`config.mk`:
```
export PLATFORM = sky130hd
export DESIGN_NAME = grid_frame_stability_tracker_unit_flat
export DESIGN_NICKNAME = d
export VERILOG_FILES = /design/src/hdl/gfst_pkg.sv /design/src/hdl/gfst_if.sv /design/src/hdl/grid_frame_stability_tracker_unit.sv /design/src/hdl/gfst_ram.sv /design/src/flat_wrapper.sv
export SDC_FILE = /design/constraint.sdc
export NUM_CORES = 2
export LEC_CHECK = 0
export ABC_AREA = 1
export ABC_CLOCK_PERIOD_IN_PS = 3700
export BUFFER_PORTS_ARGS = -buffer_cell sky130_fd_sc_hd__buf_2
export CAP_MARGIN = 10
export CORE_MARGIN = 2
export CORE_UTILIZATION = 25
export DETAILED_ROUTE_END_ITERATION = 8
export SYNTH_ARGS = -nofsm -noshare
export SYNTH_HDL_FRONTEND = slang
export SYNTH_SLANG_ARGS = --single-unit
export TNS_END_PERCENT = 10
```
`constraint.sdc`:
```
create_clock -name i_clk -period 3.7 [get_ports i_clk]
set_input_delay 0.74 -clock i_clk [delete_from_list [all_inputs] [get_ports i_clk]]
set_output_delay 0.74 -clock i_clk [all_outputs]
set_load 0.02 [all_outputs]
```
`src/hdl/gfst_pkg.sv`:
```
// ----------------------------------------------------------------------------
// gfst_pkg
// shared types and constants of the grid frame stability tracker
// ----------------------------------------------------------------------------
package gfst_pkg;

    localparam int GRID_ROWS_DEF = 16;
    localparam int GRID_COLS_DEF = 16;

    localparam int CELL_W   = 8;
    localparam int FRAME_W  = 32;
    localparam int COUNT_W  = 8;
    localparam int OP_W     = 2;
    localparam int STATUS_W = 2;

    localparam logic [COUNT_W-1:0] REQUIRED_RESET = 8'd3;

    typedef enum logic [OP_W-1:0] {
        OP_CELL  = 2'd0,
        OP_RESET = 2'd1,
        OP_DROP  = 2'd2
    } t_opcode;

    typedef enum logic [STATUS_W-1:0] {
        ST_NONE    = 2'd0,
        ST_PENDING = 2'd1,
        ST_READY   = 2'd2
    } t_status;

    // request in the compare stage
    typedef struct packed {
        logic              valid;
        logic [OP_W-1:0]   op;
        logic              first;
        logic              wrote;
        logic              stale;
        logic              complete;
        logic              last;
        logic              acc;
        logic [CELL_W-1:0] cell_val;
    } t_stage;

endpackage

```
`src/hdl/gfst_if.sv`:
```
// ----------------------------------------------------------------------------
// gfst channel interfaces
// valid/ready channels for cell requests, results and configuration
// ----------------------------------------------------------------------------
interface gfst_in_if;
    logic                          valid;
    logic                          ready;
    logic [gfst_pkg::OP_W-1:0]     opcode;
    logic [gfst_pkg::FRAME_W-1:0]  frame_number;
    logic [gfst_pkg::CELL_W-1:0]   cell_value;
    logic                          last_cell;

    modport source (output valid, opcode, frame_number, cell_value, last_cell, input ready);
    modport sink   (input valid, opcode, frame_number, cell_value, last_cell, output ready);
endinterface

interface gfst_out_if;
    logic                           valid;
    logic                           ready;
    logic [gfst_pkg::STATUS_W-1:0]  status;
    logic [gfst_pkg::COUNT_W-1:0]   stable_frames;

    modport source (output valid, status, stable_frames, input ready);
    modport sink   (input valid, status, stable_frames, output ready);
endinterface

interface gfst_cfg_if;
    logic                          valid;
    logic                          ready;
    logic [gfst_pkg::COUNT_W-1:0]  data;

    modport source (output valid, data, input ready);
    modport sink   (input valid, data, output ready);
endinterface

```
`src/hdl/grid_frame_stability_tracker_unit.sv`:
```
// ----------------------------------------------------------------------------
// grid_frame_stability_tracker_unit
// debounces a streamed character grid frame by frame against a candidate store
// ----------------------------------------------------------------------------
// result: the last cell is held in the compare stage register, and the result register loads as it retires
// throughput: one request per cycle, set by the single read-modify-write of the
//   candidate ram per cell; input stalls only while a result waits behind a full output
// reset: synchronous active low, clears counters, flags and the ram fill count;
//   entries at or past the fill count read as zero, so the store is empty at once
// ----------------------------------------------------------------------------
module grid_frame_stability_tracker_unit #(
    parameter int GRID_ROWS = gfst_pkg::GRID_ROWS_DEF,
    parameter int GRID_COLS = gfst_pkg::GRID_COLS_DEF
) (
    input  logic        i_clk,
    input  logic        i_rst_n,
    gfst_cfg_if.sink    i_cfg,
    gfst_in_if.sink     i_in,
    gfst_out_if.source  o_out
);
    import gfst_pkg::*;

    localparam int CELLS = GRID_ROWS * GRID_COLS;
    localparam int PW    = $clog2(CELLS + 1);
    localparam int AW    = (CELLS > 1) ? $clog2(CELLS) : 1;

    logic [COUNT_W-1:0]  r_required;
    logic [PW-1:0]       r_pos, n_pos;
    logic [PW-1:0]       r_fill, n_fill;
    logic                r_frame_acc, n_frame_acc;
    logic [FRAME_W-1:0]  r_last_id, n_last_id;
    t_stage              r_s2, n_s2;
    logic                r_mis, n_mis;
    logic                r_cand_valid, n_cand_valid;
    logic [COUNT_W-1:0]  r_count, n_count;
    logic                r_out_valid;
    t_status             r_status, n_status;
    logic [COUNT_W-1:0]  r_out_count;

    logic                in_fire, advance, blocked, s2_result, retire;
    logic                acc_now, wrote_now, mis_now;
    logic [CELL_W-1:0]   old_cell;
    logic [CELL_W-1:0]   old_val;

    // configuration
    assign i_cfg.ready = 1'b1;

    always_ff @(posedge i_clk) begin
        if (!i_rst_n) begin
            r_required <= REQUIRED_RESET;
        end else if (i_cfg.valid) begin
            r_required <= i_cfg.data;
        end
    end

    // flow control
    assign s2_result = r_s2.valid && (r_s2.op == OP_CELL) && r_s2.last;
    assign blocked   = s2_result && r_out_valid && !o_out.ready;
    assign advance   = !blocked;
    assign retire    = r_s2.valid && advance;
    assign in_fire   = i_in.valid && advance;
    assign i_in.ready = advance;

    // stage 1: frame tracking and ram access
    always_comb begin
        n_pos       = r_pos;
        n_fill      = r_fill;
        n_frame_acc = r_frame_acc;
        n_last_id   = r_last_id;
        n_s2        = '0;
        acc_now     = (r_pos == '0)
                      ? ((i_in.frame_number != '0) && (i_in.frame_number != r_last_id))
                      : r_frame_acc;
        wrote_now   = acc_now && (r_pos < PW'(CELLS));
        if (in_fire) begin
            case (i_in.opcode)
                OP_RESET: begin
                    n_last_id   = i_in.frame_number;
                    n_pos       = '0;
                    n_fill      = '0;
                    n_frame_acc = 1'b0;
                    n_s2.valid  = 1'b1;
                    n_s2.op     = i_in.opcode;
                end
                OP_DROP: begin
                    n_pos       = '0;
                    n_frame_acc = 1'b0;
                    n_s2.valid  = 1'b1;
                    n_s2.op     = i_in.opcode;
                end
                OP_CELL: begin
                    if ((r_pos == '0) && acc_now) begin
                        n_last_id = i_in.frame_number;
                    end
                    if (wrote_now && (r_pos >= r_fill)) begin
                        n_fill = r_pos + PW'(1);
                    end
                    if (i_in.last_cell) begin
                        n_pos       = '0;
                        n_frame_acc = 1'b0;
                    end else begin
                        n_frame_acc = acc_now;
                        if (r_pos < PW'(CELLS)) begin
                            n_pos = r_pos + PW'(1);
                        end
                    end
                    n_s2.valid    = 1'b1;
                    n_s2.op       = i_in.opcode;
                    n_s2.first    = (r_pos == '0);
                    n_s2.wrote    = wrote_now;
                    n_s2.stale    = (r_pos >= r_fill);
                    n_s2.complete = (r_pos >= PW'(CELLS - 1));
                    n_s2.last     = i_in.last_cell;
                    n_s2.acc      = acc_now;
                    n_s2.cell_val = i_in.cell_value;
                end
                default: begin
                    n_s2 = '0;
                end
            endcase
        end
    end

    gfst_ram #(
        .WIDTH (CELL_W),
        .DEPTH (CELLS)
    ) u_cand_ram (
        .i_clk   (i_clk),
        .i_we    (in_fire && (i_in.opcode == OP_CELL) && wrote_now),
        .i_waddr (r_pos[AW-1:0]),
        .i_wdata (i_in.cell_value),
        .i_re    (advance),
        .i_raddr (r_pos[AW-1:0]),
        .o_rdata (old_cell)
    );

    // entries at or past the fill count hold no data since the last clear
    assign old_val = r_s2.stale ? '0 : old_cell;

    // stage 2: compare and stability count
    always_comb begin
        n_cand_valid = r_cand_valid;
        n_count      = r_count;
        n_mis        = r_mis;
        n_status     = ST_NONE;
        mis_now      = (r_s2.first ? 1'b0 : r_mis)
                       || (r_s2.wrote && (old_val != r_s2.cell_val));
        if (retire) begin
            case (r_s2.op)
                OP_RESET, OP_DROP: begin
                    n_cand_valid = 1'b0;
                    n_count      = '0;
                    n_mis        = 1'b0;
                end
                OP_CELL: begin
                    if (r_s2.last) begin
                        n_mis = 1'b0;
                        if (r_s2.acc) begin
                            if (!r_cand_valid || mis_now || !r_s2.complete) begin
                                n_cand_valid = 1'b1;
                                n_count      = COUNT_W'(1);
                            end else if (r_count < r_required) begin
                                n_count = r_count + COUNT_W'(1);
                            end
                            n_status = (n_count >= r_required) ? ST_READY : ST_PENDING;
                        end
                    end else begin
                        n_mis = mis_now;
                    end
                end
                default: begin
                    n_mis = r_mis;
                end
            endcase
        end
    end

    always_ff @(posedge i_clk) begin
        if (!i_rst_n) begin
            r_pos        <= '0;
            r_fill       <= '0;
            r_frame_acc  <= 1'b0;
            r_last_id    <= '0;
            r_s2         <= '0;
            r_mis        <= 1'b0;
            r_cand_valid <= 1'b0;
            r_count      <= '0;
            r_out_valid  <= 1'b0;
        end else begin
            r_pos        <= n_pos;
            r_fill       <= n_fill;
            r_frame_acc  <= n_frame_acc;
            r_last_id    <= n_last_id;
            if (advance) begin
                r_s2 <= n_s2;
            end
            r_mis        <= n_mis;
            r_cand_valid <= n_cand_valid;
            r_count      <= n_count;
            if (retire && s2_result) begin
                r_out_valid <= 1'b1;
            end else if (o_out.ready) begin
                r_out_valid <= 1'b0;
            end
        end
    end

    // result register
    always_ff @(posedge i_clk) begin
        if (retire && s2_result) begin
            r_status    <= n_status;
            r_out_count <= n_count;
        end
    end

    assign o_out.valid         = r_out_valid;
    assign o_out.status        = r_status;
    assign o_out.stable_frames = r_out_count;

endmodule

```
`src/hdl/gfst_ram.sv`:
```
// ----------------------------------------------------------------------------
// gfst_ram
// simple dual port ram, one write and one registered read, read-old on collision
// ----------------------------------------------------------------------------
module gfst_ram #(
    parameter  int WIDTH = 8,
    parameter  int DEPTH = 256,
    localparam int AW    = (DEPTH > 1) ? $clog2(DEPTH) : 1
) (
    input  logic             i_clk,
    input  logic             i_we,
    input  logic [AW-1:0]    i_waddr,
    input  logic [WIDTH-1:0] i_wdata,
    input  logic             i_re,
    input  logic [AW-1:0]    i_raddr,
    output logic [WIDTH-1:0] o_rdata
);

    logic [WIDTH-1:0] r_mem [DEPTH];
    logic [WIDTH-1:0] r_rdata;

    always_ff @(posedge i_clk) begin
        if (i_we) begin
            r_mem[i_waddr] <= i_wdata;
        end
        if (i_re) begin
            r_rdata <= r_mem[i_raddr];
        end
    end

    assign o_rdata = r_rdata;

endmodule

```
`src/flat_wrapper.sv`:
```
// flat-port wrapper written by rule: the top's interface ports become plain ports
module grid_frame_stability_tracker_unit_flat import gfst_pkg::*;
#(
    parameter int GRID_ROWS = gfst_pkg::GRID_ROWS_DEF,
    parameter int GRID_COLS = gfst_pkg::GRID_COLS_DEF
)
  (i_clk, i_rst_n, i_cfg_valid, i_cfg_data, i_cfg_ready, i_in_valid, i_in_opcode, i_in_frame_number, i_in_cell_value, i_in_last_cell, i_in_ready, o_out_valid, o_out_status, o_out_stable_frames, o_out_ready);
  gfst_cfg_if i_cfg_i ();
  gfst_in_if i_in_i ();
  gfst_out_if o_out_i ();
  input  logic i_clk;
  input  logic i_rst_n;
  input wire logic [$bits(i_cfg_i.valid)-1:0] i_cfg_valid;
  input wire logic [$bits(i_cfg_i.data)-1:0] i_cfg_data;
  output wire logic [$bits(i_cfg_i.ready)-1:0] i_cfg_ready;
  input wire logic [$bits(i_in_i.valid)-1:0] i_in_valid;
  input wire logic [$bits(i_in_i.opcode)-1:0] i_in_opcode;
  input wire logic [$bits(i_in_i.frame_number)-1:0] i_in_frame_number;
  input wire logic [$bits(i_in_i.cell_value)-1:0] i_in_cell_value;
  input wire logic [$bits(i_in_i.last_cell)-1:0] i_in_last_cell;
  output wire logic [$bits(i_in_i.ready)-1:0] i_in_ready;
  output wire logic [$bits(o_out_i.valid)-1:0] o_out_valid;
  output wire logic [$bits(o_out_i.status)-1:0] o_out_status;
  output wire logic [$bits(o_out_i.stable_frames)-1:0] o_out_stable_frames;
  input wire logic [$bits(o_out_i.ready)-1:0] o_out_ready;
  assign i_cfg_i.valid = i_cfg_valid;
  assign i_cfg_i.data = i_cfg_data;
  assign i_cfg_ready = i_cfg_i.ready;
  assign i_in_i.valid = i_in_valid;
  assign i_in_i.opcode = i_in_opcode;
  assign i_in_i.frame_number = i_in_frame_number;
  assign i_in_i.cell_value = i_in_cell_value;
  assign i_in_i.last_cell = i_in_last_cell;
  assign i_in_ready = i_in_i.ready;
  assign o_out_valid = o_out_i.valid;
  assign o_out_status = o_out_i.status;
  assign o_out_stable_frames = o_out_i.stable_frames;
  assign o_out_i.ready = o_out_ready;
  grid_frame_stability_tracker_unit #(.GRID_ROWS(GRID_ROWS), .GRID_COLS(GRID_COLS)) u_core (.i_clk(i_clk), .i_rst_n(i_rst_n), .i_cfg(i_cfg_i), .i_in(i_in_i), .o_out(o_out_i));
endmodule
```
==> results.json <==
{
  "ys_types": 41,
  "clock_sinks": 2153,
  "crit_buf_inv": 3,
  "cts-hold-fix-buffers": 0,
  "fin_ws_ps": 127,
  "combPwrFrac_pct": 6.1,
  "htree_num_levels": 4,
  "synthToLayoutAreaGrowth_pct": 17.2,
  "clk_pin_slew_worst_paths_ps": 60,
  "start_kind": "flip-flop",
  "multi_input_area_um2": 20700,
  "cp_max_fo": 20,
  "dr.pass1.iters": 7,
  "route.detailed.drc": 0,
  "syn-cell-area_um2": 86800,
  "num_io_pins": 69,
  "max-cap-violations": 0,
  "fin_nets": 7664,
  "tightest_slew_ps": 1180,
  "arrival_ps": 4030,
  "num_rows": 216,
  "hp-start": "i_cfg_data[0]",
  "power_mw": 51.0,
  "irDropWorstVdd_mv": 0.519,
  "ys_seq_elements": 2153,
  "clkLatencyLatePin_ps": 900,
  "whs_ps": 118,
  "grt_start_max_net_pins": 158,
  "yosys_warnings": 0,
  "async_reset_ff_share_pct": 0,
  "post-route-period-util_pct": 96.6,
  "slowest_stage": "nor2_1",
  "setup_viol": 0,
  "grt_pass1_wl_um": 379000,
  "reg2reg_slack_ps": 130,
  "antenna_found_initial": 9,
  "preCtsSetupSlack_ps": -212,
  "wl_um": 260000,
  "synth.avg_cell_area_um2": 11.8,
  "start_util_pct": 25.1,
  "vias": 58900,
  "timing.fmax_mhz": 280,
  "p_leak_nw": 33.7,
  "ys_seq_area_share_pct": 73.5,
  "globalplace.congestion": 0.866,
  "power_switching_mw": 11.9,
  "cts_buffers": 217,
  "worstSetupEndpointType": "flip-flop",
  "port_buffers": 67,
  "vias_per_cell": 4.77,
  "finClkSkew_ps": 94.7,
  "pwr-share-seq_pct": 52.5,
  "swShare_pct": 23.3,
  "status": "finished, final reports clean",
  "grt_pass1_vias": 56600,
  "seqCellArea_um2": 63800,
  "slew_violations": 0,
  "p_int_mw": 39.2,
  "synthesis.nets": 7428,
  "drtIter0Drc": 6808,
  "fillerInstances": 34900,
  "cp_cell_sequence": "nor2_2 > inv_2 > nor2_4 > nand4_1 > nor2_1 > nand2_1 > nand2_2 > nand3_2 > inv_2 > buf_12 > nand2_1 > nor2_1",
  "stdcell_count": 12300,
  "grt-ovfl-total": 0,
  "ys.flop_type": "edfxtp_1",
  "dp_hpwl_um": 160000,
  "finalCriticalPeriod_ps": 3570,
  "die_y_um": 593,
  "worstSetupPathType": "flip-flop to flip-flop",
  "dieArea_um2": 352000,
  "power-per-cell-area_nw_per_um2": 502,
  "placed_cells": 11900,
  "core_um2": 346000,
  "rsz0062_at_grt": "false",
  "grt_use_total_pct": 14.4,
  "hold_class": "input pin to flip-flop",
  "p_clk_share_pct": 41.4,
  "die_w_um": 593,
  "cp.required_ps": 4150,
  "cp_top_family": "simple AND/OR/NAND/NOR gates",
  "postSynthCellCount": 7342,
  "cts-root-buf": "clkbuf_16",
  "tns_ps": 0,
  "drive_above_1_share_pct": 10.4,
  "postRouteAntennaNets": 0,
  "finalHoldViolations": 0,
  "post_drt_wl_per_cell_um": 21.1,
  "final_common_cell": "edfxtp_1",
  "synth_edf_count": 2066,
  "tritoncts": "done",
  "worst_path_largest_cell_delay_ps": 630,
  "regToRegStartpoint": "u_core.r_pos[4]",
  "clock_tree.buffer_depth": 3,
  "final_cell_mix": "edfxtp_1 (2066), nor2_1 (1680), o21ai_0 (1262)",
  "setup.worst_path.start": "u_core.r_pos[4]",
  "relSlewSlack_pct": 21.0
}
## stage by stage
stage / area [µm²] / utilization, %
2_1_floorplan: 86800 / -
3_3_place_gp: 94800 / 27.4
3_5_place_dp: 94800 / 27.4
4_1_cts: 102000 / 29.4
5_1_grt: 102000 / 29.4
6_report: 102000 / 29.4
## synthesized netlist by cell type (2+ instances only)
cell type / instances / area (µm²)
edfxtp_1: 2066 / 62000
nor2_1: 1690 / 6340
o21ai_0: 1263 / 6320
nand2_1: 1003 / 3760
o22ai_1: 340 / 2130
clkbuf_1: 332 / 1250
inv_1: 117 / 439
buf_2: 93 / 465
a21oi_1: 91 / 455
dfxtp_1: 87 / 1740
nand4_1: 77 / 482
nand3_1: 38 / 190
ha_1: 30 / 375
buf_1: 23 / 86.3
xnor2_1: 16 / 140
xor2_1: 11 / 96.3
nor3_1: 9 / 45.0
a211oi_1: 8 / 60.1
nand2_2: 6 / 37.5
a31oi_1: 4 / 25.0
clkinv_1: 4 / 15.0
inv_2: 4 / 15.0
nand3b_1: 4 / 30.0
a22o_1: 3 / 26.3
nand3_2: 3 / 30.0
buf_4: 2 / 15.0
nor2_2: 2 / 12.5
o21a_1: 2 / 15.0
or2_2: 2 / 12.5
## worst reg2reg max path: stages, from the launching register on
cell     delay, ps
dfxtp_1        370
nor2_2         160
inv_2           70
nor2_4         110
nand4_1        320
nor2_1         200
nand2_1        150
nand2_2        140
nand3_2        190
inv_2          130
buf_12         300
nand2_1        380
nor2_1         640
## layout make-up
type / count / area share [%]
sequential: 2153 / 62.7
multi-input combinational: 4612 / 20.4
tap: 4578 / 5.63
clock buffer: 264 / 5.54
timing repair buffer: 469 / 4.03
clock inverter: 133 / 1.19
inverter: 125 / 0.485
antenna: 6 / 0.0148
## cells by family (layout without fill, tap and decap cells)
kind of cell	Yosys count	count (layout)	share of synthesized area, %
AND/OR/NAND/NOR	2837	2837	12.6
flip-flops	2153	2153	73.5
AO/OA/AOI/OAI	1717	1717	10.5
buffers and inverters	577	991	2.65
adder cells (fa/ha/maj)	30	30	0.433
XOR/XNOR	27	27	0.273
other	1	7	0.00432
## flip-flops by register name, summed over array words and instances (netlist names), 9 cells and up
signal / flops
u_core.r_fill: 9
u_core.r_pos: 9
u_core.r_s2: 17
u_core.r_last_id: 32
u_core.u_cand_ram.r_mem: 2048
## what timing repair did
action                                  4_1_cts  5_1_grt
gates resized for setup                       0        7
pin swaps                                     0        0
buffers inserted                              0        2
endpoints found under the setup margin       40       82
## power by group through the flow
| stage | Sequential (mW) | Clock, mW | Combinational (mW) |
|---|---|---|---|
| after floorplan | 27.3 | 0 | 1.45 |
| after global placement | 27.3 | 0 | 3.08 |
| after detailed placement | 27.3 | 0 | 3.07 |
| after CTS | 26.8 | 21.4 | 3.08 |
| after global routing | 26.8 | 22.4 | 3.33 |
| final | 26.8 | 21.2 | 3.09 |
## final timing paths
| path | cells past startpoint | end |
|---|---|---|
| setup / recovery | 12 | u_core.u_cand_ram.r_mem[7][2] |
| setup reg to reg | 12 | u_core.u_cand_ram.r_mem[7][2] |
| hold reg to reg | 2 | u_core.r_last_id[17] |
| hold / removal | 3 | u_core.r_required[0] |
## routing by layer
layer,GRT usage [%],wire length [µm],vias to the layer above
li1,-,-,26600
met1,19.3,109000,29100
met2,23.0,120000,2720
met3,2.70,22600,440
met4,5.39,9440,2
met5,0,11,-
Power figures use the tool's default switching activity.
